==> config.mk <==
export PLATFORM = sky130hd
export DESIGN_NAME = lru_key_value_cache_top
export DESIGN_NICKNAME = d
export VERILOG_FILES = /design/src/rtl/lkv_pkg.sv /design/src/rtl/lkv_lookup.sv /design/src/rtl/lkv_store.sv /design/src/rtl/lru_key_value_cache_top.sv
export SDC_FILE = /design/constraint.sdc
export NUM_CORES = 2
export LEC_CHECK = 0
export BUFFER_PORTS_ARGS = -buffer_cell sky130_fd_sc_hd__buf_4
export CORE_MARGIN = 2
export CORE_UTILIZATION = 40
export CTS_CLUSTER_SIZE = 30
export DETAILED_ROUTE_END_ITERATION = 10
export MAX_ROUTING_LAYER = met4
export PLACE_DENSITY = 0.52
export SYNTH_ARGS = -nofsm -noshare
export SYNTH_HDL_FRONTEND = slang
export SYNTH_SLANG_ARGS = --single-unit
==> constraint.sdc <==
create_clock -name clk -period 9.94 [get_ports clk]
set_input_delay 1.988 -clock clk [delete_from_list [all_inputs] [get_ports clk]]
set_output_delay 1.988 -clock clk [all_outputs]
set_load 0.02 [all_outputs]
==> src/rtl/lkv_pkg.sv <==
package lkv_pkg;

  localparam int ENTRIES    = 16;
  localparam int KEY_BITS   = 16;
  localparam int VALUE_BITS = 16;
  localparam int CFG_BITS   = 5;

  localparam int IDX_W = $clog2(ENTRIES);
  localparam int AGE_W = $clog2(ENTRIES);
  localparam int CNT_W = $clog2(ENTRIES + 1);

  localparam logic OP_GET = 1'b0;
  localparam logic OP_PUT = 1'b1;

  typedef logic [KEY_BITS-1:0]   key_t;
  typedef logic [VALUE_BITS-1:0] val_t;
  typedef logic [AGE_W-1:0]      age_t;
  typedef logic [IDX_W-1:0]      idx_t;
  typedef logic [CNT_W-1:0]      cnt_t;

  // Outcome of the parallel search over all entries.
  typedef struct packed {
    logic hit;
    idx_t hit_idx;
    val_t hit_value;
    age_t hit_age;
    idx_t oldest_idx;
    idx_t free_idx;
  } lookup_t;

endpackage

==> src/rtl/lkv_lookup.sv <==
module lkv_lookup
  import lkv_pkg::*;
(
  input  key_t               key,
  input  logic [ENTRIES-1:0] entry_valid,
  input  key_t               entry_key [ENTRIES],
  input  val_t               entry_value [ENTRIES],
  input  age_t               entry_age [ENTRIES],
  input  cnt_t               occupied_count,
  output lookup_t            lk
);

  age_t oldest_age;

  assign oldest_age = AGE_W'(occupied_count - cnt_t'(1));

  // Scanning from the top down leaves the lowest matching slot selected.
  always_comb begin
    lk = '0;
    for (int i = ENTRIES - 1; i >= 0; i--) begin
      if (entry_valid[i] && entry_key[i] == key) begin
        lk.hit     = 1'b1;
        lk.hit_idx = IDX_W'(i);
      end
      if (entry_valid[i] && entry_age[i] == oldest_age) begin
        lk.oldest_idx = IDX_W'(i);
      end
      if (!entry_valid[i]) begin
        lk.free_idx = IDX_W'(i);
      end
    end
    lk.hit_value = entry_value[lk.hit_idx];
    lk.hit_age   = entry_age[lk.hit_idx];
  end

endmodule

==> src/rtl/lkv_store.sv <==
module lkv_store
  import lkv_pkg::*;
(
  input  logic               clk,
  input  logic               rst,
  input  logic               cfg_we,
  input  logic [CFG_BITS-1:0] cfg_data,
  input  logic               item_valid,
  input  logic               item_op,
  input  key_t               item_key,
  input  val_t               item_value,
  input  lookup_t            lk,
  output logic [ENTRIES-1:0] entry_valid,
  output key_t               entry_key [ENTRIES],
  output val_t               entry_value [ENTRIES],
  output age_t               entry_age [ENTRIES],
  output cnt_t               occupied_count
);

  cnt_t capacity;
  logic full;
  logic touch;
  logic wr_key;
  logic wr_val;
  logic insert;
  idx_t slot;
  age_t old_age;

  assign full = (occupied_count >= capacity) && (occupied_count != '0);

  always_comb begin
    touch   = 1'b0;
    wr_key  = 1'b0;
    wr_val  = 1'b0;
    insert  = 1'b0;
    slot    = '0;
    old_age = '0;
    if (item_valid) begin
      if (lk.hit) begin
        touch   = 1'b1;
        slot    = lk.hit_idx;
        old_age = lk.hit_age;
        wr_val  = (item_op == OP_PUT);
      end else if (item_op == OP_PUT) begin
        touch  = 1'b1;
        wr_key = 1'b1;
        wr_val = 1'b1;
        if (full) begin
          slot    = lk.oldest_idx;
          old_age = AGE_W'(occupied_count - cnt_t'(1));
        end else begin
          // Not full means occupancy is below the entry count, so it fits an age.
          slot    = lk.free_idx;
          old_age = AGE_W'(occupied_count);
          insert  = 1'b1;
        end
      end
    end
  end

  always_ff @(posedge clk) begin
    if (rst) begin
      entry_valid    <= '0;
      occupied_count <= '0;
      capacity       <= CNT_W'(ENTRIES);
      for (int i = 0; i < ENTRIES; i++) begin
        entry_age[i] <= '0;
      end
    end else begin
      if (cfg_we && occupied_count == '0) begin
        if (cfg_data == '0) begin
          capacity <= cnt_t'(1);
        end else if (int'(cfg_data) > ENTRIES) begin
          capacity <= CNT_W'(ENTRIES);
        end else begin
          capacity <= CNT_W'(cfg_data);
        end
      end
      if (insert) begin
        entry_valid[slot] <= 1'b1;
        occupied_count    <= occupied_count + cnt_t'(1);
      end
      if (touch) begin
        for (int i = 0; i < ENTRIES; i++) begin
          if (IDX_W'(i) == slot) begin
            entry_age[i] <= '0;
          end else if (entry_valid[i] && entry_age[i] < old_age) begin
            entry_age[i] <= entry_age[i] + age_t'(1);
          end
        end
      end
    end
  end

  always_ff @(posedge clk) begin
    if (wr_key) begin
      entry_key[slot] <= item_key;
    end
    if (wr_val) begin
      entry_value[slot] <= item_value;
    end
  end

endmodule

==> src/rtl/lru_key_value_cache_top.sv <==
// Channel  | Signals                         | Transfer condition
// ---------+---------------------------------+---------------------------------
// command  | start, busy, opcode, key_in,    | rising edge with start high and
//          | value_in                        | busy low
// result   | done, found, value_out          | rising edge ending a done cycle
// config   | cfg_we, cfg_data                | rising edge with cfg_we high
//
// A new command can be taken in every cycle that busy is low. A get's
// result passes through the command register, then the parallel search and
// state update that loads the result register. Puts produce no result.
// Reset is synchronous and busy is high while rst is asserted; the cache
// comes out of reset empty, with no clearing pass. The receiver cannot
// stall, so nothing ever holds a result back.
module lru_key_value_cache_top
  import lkv_pkg::*;
(
  input  logic                clk,
  input  logic                rst,
  input  logic                start,
  output logic                busy,
  input  logic                opcode,
  input  logic [KEY_BITS-1:0] key_in,
  input  logic [VALUE_BITS-1:0] value_in,
  output logic                done,
  output logic                found,
  output logic [VALUE_BITS-1:0] value_out,
  input  logic                cfg_we,
  input  logic [CFG_BITS-1:0] cfg_data
);

  // Command register. Its contents are searched against the state that the
  // previous command left, so back-to-back commands see each other's effects.
  logic item_valid;
  logic item_op;
  key_t item_key;
  val_t item_value;

  logic [ENTRIES-1:0] entry_valid;
  key_t               entry_key [ENTRIES];
  val_t               entry_value [ENTRIES];
  age_t               entry_age [ENTRIES];
  cnt_t               occupied_count;
  lookup_t            lk;

  logic done_next;

  assign busy = rst;

  always_ff @(posedge clk) begin
    if (rst) begin
      item_valid <= 1'b0;
    end else begin
      item_valid <= start && !busy;
    end
  end

  always_ff @(posedge clk) begin
    if (start && !busy) begin
      item_op    <= opcode;
      item_key   <= key_in;
      item_value <= value_in;
    end
  end

  lkv_lookup u_lookup (
    .key            (item_key),
    .entry_valid    (entry_valid),
    .entry_key      (entry_key),
    .entry_value    (entry_value),
    .entry_age      (entry_age),
    .occupied_count (occupied_count),
    .lk             (lk)
  );

  lkv_store u_store (
    .clk            (clk),
    .rst            (rst),
    .cfg_we         (cfg_we),
    .cfg_data       (cfg_data),
    .item_valid     (item_valid),
    .item_op        (item_op),
    .item_key       (item_key),
    .item_value     (item_value),
    .lk             (lk),
    .entry_valid    (entry_valid),
    .entry_key      (entry_key),
    .entry_value    (entry_value),
    .entry_age      (entry_age),
    .occupied_count (occupied_count)
  );

  // Only gets answer. A miss reports zero rather than any sentinel value.
  assign done_next = item_valid && (item_op == OP_GET);

  always_ff @(posedge clk) begin
    if (rst) begin
      done <= 1'b0;
    end else begin
      done <= done_next;
    end
  end

  always_ff @(posedge clk) begin
    if (done_next) begin
      found     <= lk.hit;
      value_out <= lk.hit ? lk.hit_value : '0;
    end
  end

endmodule

==> metrics.md <==
| Metric | Value |
|---|---|
| Core ar. | `81800 um^2` |
| Logic pwr share | `approximately 5%` |
| Post-route setup TNS | `0 ns` |
| Synthesized area per cell | `around 12 um^2` |
| Die ar. | `roughly 85000 um^2` |
| FF-to-FF setup slack | `2.77 ns` |
| CTS resizes | `0` |
| Overall power | `6.21 mW` |
| First-pass GRT wire length | `around 140000 um` |
| Slew margin rel. | `around an eighth` |
| Max-cap viol count | `0` |
| H-tree depth | `3` |
| Postcts setup bufs | `0` |
| Final Hold Viols | `0` |
| Pwr per Cell Area | `between 150 and 200 nW/um^2` |
| Final ANT Viol Nets | `0` |
| Area share of the largest cell type after synthesis | `between 50% and 60%` |
| Kind of critical path | `reg -> reg` |
| Vias per inst | `5.82` |
| Sequential cell fraction of total power | `about half` |
| Site row count | `105` |
| Synth unique cells | `approximately 100` |
| Clk network pwr share | `between 40% and 50%` |
| Final net count | `roughly 2900` |
| Number of global-route vias before repair | `approximately 22000` |
| Clock latency on the worst-skew pair | `between 0.6 and 0.7 ns` |
| Global-route usage over all layers | `23.2%` |
| Post-route insts no fill | `3881` |
| Post-synth EDFFs | `562` |
| Min cycle time layout | `between 7 and 8 ns` |
| Ys flop type | `edfxtp_1` |
| Area after DPL | `between 30000 and 40000 um^2` |
| Top-count cell post-synth | `edfxtp_1` |
| Wl on met1 | `44600 um` |
| Inst Count DP | `~3700` |
| Worst-margin pin slew | `1.30 ns` |
| Die X-Extent | `just under 300 um` |
| Seq cells post-synth | `between 600 and 700` |
| Post-Syn Area | `around 33000 um^2` |
| Synth-to-Final Area Change | `13.2%` |
| DP Wirelength | `~62000 um` |
| Final Cell Area | `roughly 37000 um^2` |
| LEAKAGE | `~13 nW` |
| Number of placed I/O pins | `between 60 and 70` |
| Post-synth top cells | `edfxtp_1, nor2_1, xnor2_1` |
| Routed len/inst | `roughly 25 um` |
| Antenna cells | `0` |
| Critical path launch point type | `flip-flop` |
| VDD IR max | `between 0.0001 and 0.00015 V` |
| Layout cells sized above 1 | `~14%` |
| Clock root cell | `clkbuf_16` |
| Max Used Layer | `met4` |
| Final wirelength | `about 97000 um` |
| Initial Util | `~40%` |
| Reg clk slew, reported paths | `approximately 0.060 ns` |
| Antenna violations before repair | `1` |
| IO Port Bufs | `60` |
| DRT iter0 DRCs | `1993` |
| Switching Fraction | `between 20% and 30%` |
| CTS tree | `built` |
| Asr flop ratio synth | `0%` |
| Critical Path AT | `7.73 ns` |
| Routability-driven placement congestion ratio | `about 0.93` |
| Clk_skew | `0.0391 ns` |
| Worst min path class | `reg -> reg` |
| CTS Buf Count | `75` |
| Fmax | `0.140 GHz` |
| Via Count | `between 20000 and 25000` |
| RSZ-0062 raised after global routing | `false` |
| Final setup violation count | `0` |
| Met2 Routed Length | `between 40000 and 50000 um` |
| Drt drc | `0` |
| Sw power | `1.42 mW` |
| Crit. End Element | `flip-flop` |
| Gate Count Post-Synth | `around 2700` |
| Outcome | `complete, no violations` |
| CTS Sinks | `about 650` |
| Largest net degree at the start of global routing | `around 130` |
| Routed wl met3 | `~5600 um` |
| Post-Syn Nets | `~2800` |
| Congestion Overflow GR | `0` |
| First-pass DRT Iterations | `5` |
| Synth area leaders | `edfxtp_1, dfxtp_1, xnor2_1, xor2_1, ha_1` |
| Die extent in y | `291 um` |
| Worst EP required | `around 11 ns` |
| Period utilisation layout | `between 70% and 80%` |
| Fin. max-slew vios | `0` |
| Clock buffer depth | `3` |
| CP max FO | `43` |
| Number of fill cells | `around 7400` |
| Internal Power | `between 4 and 5 mW` |
| Syn. warnings | `0` |
| Register area share after synthesis | `between 50% and 60%` |
| Yosys top cell by area | `edfxtp_1` |
| Post-Route Utilization | `~46%` |
| CTS Hold Buffers Added | `0` |
==> metrics by stage <==
| stage | setup WS [ns] | hold slack [ns] |
|---|---|---|
| CTS | 2.62 | 0.482 |
| finish | 2.77 | 0.477 |
| floorplan | 4.22 | 0.441 |
| global placement | 2.72 | 0.462 |
| global route | 2.22 | 0.532 |
| detailed placement | 2.62 | 0.469 |
==> critical path: stages (launching register included) <==
cell and delay, ns:
edfxtp_1 0.85, buf_4 0.44, xnor2_1 0.19, nand4_1 0.16, nor4b_1 1.12, o311ai_1 0.29, a31oi_4 0.30, buf_4 0.59
a211oi_1 0.15, or3_1 0.38, nand3_1 0.85, ha_1 0.41, a211o_1 0.30, nor2b_1 0.24, nand4_1 0.15, or4_1 0.43
a21oi_1 0.15
==> cell type report <==
| class | instances | area, um^2 | share of cell area [%] |
|---|---|---|---|
| Clock buffer | 95 | 2020 | 5.43 |
| Clock inverter | 43 | 539 | 1.45 |
| Inverter | 44 | 165 | 0.443 |
| Multi-Input combinational cell | 1836 | 13400 | 36.0 |
| Sequential cell | 654 | 18700 | 50.2 |
| Tap cell | 1070 | 1340 | 3.59 |
| Timing Repair Buffer | 139 | 1060 | 2.83 |
==> sequential cells by signal (all words and copies together), names as in the netlist, 5 cells and up <==
signal,cells
item_key,16
item_value,16
u_store.capacity,5
u_store.entry_age,64
u_store.entry_key,256
u_store.entry_valid,16
u_store.entry_value,256
u_store.occupied_count,5
value_out,16
==> layer usage <==
layer,vias up,track usage (%)
met5,-,-
met4,0,6.57
met3,173,2.82
met2,788,35.3
met1,11300,32.7
li1,10300,-
==> worst paths after layout <==
kind,start,end,depth (start not counted)
worst min-delay path,u_store.capacity[4],u_store.capacity[4],2
worst max register to register,item_key[2],u_store.entry_age[27],16
worst max-delay path,item_key[2],u_store.entry_age[27],16
worst min register to register,u_store.capacity[4],u_store.capacity[4],2
==> logic make-up (layout without fill, tap and decap cells) <==
group	Yosys count	count (layout)	share of synthesized area, %
buf+inv	190	321	2.74
fa+ha+maj	72	72	2.74
mux	147	147	4.73
compound gates	457	457	9.54
xor+xnor	327	327	9.65
simple gates	833	833	13.8
flops	654	654	56.8
==> cells in the final DEF, fill, tap and decap left out, drive strengths merged, types with 44 or more instances in the layout <==
cell type  synthesis  routed
xor2             145     145
nand4             75      75
nor4              58      58
a211oi            46      46
nand2            129     129
ha                72      72
o21ai             44      44
inv               44      48
nor2             222     222
mux2i             77      77
edfxtp           562     562
xnor2            161     161
mux2              70      70
dfxtp             92      92
buf               79     139
a21oi            143     143
clkbuf            67      95
nand3             74      74
==> power by group through the flow <==
stage / Combinational [mW] / Clock, mW / Sequential, mW
floorplan: 0.202 / 0 / 3.09
global placement: 0.301 / 0 / 3.10
detailed placement: 0.303 / 0 / 3.11
CTS: 0.304 / 2.91 / 3.05
global route: 0.329 / 3.02 / 3.05
finish: 0.304 / 2.86 / 3.05
No activity file was read; power rests on OpenSTA's default activity.
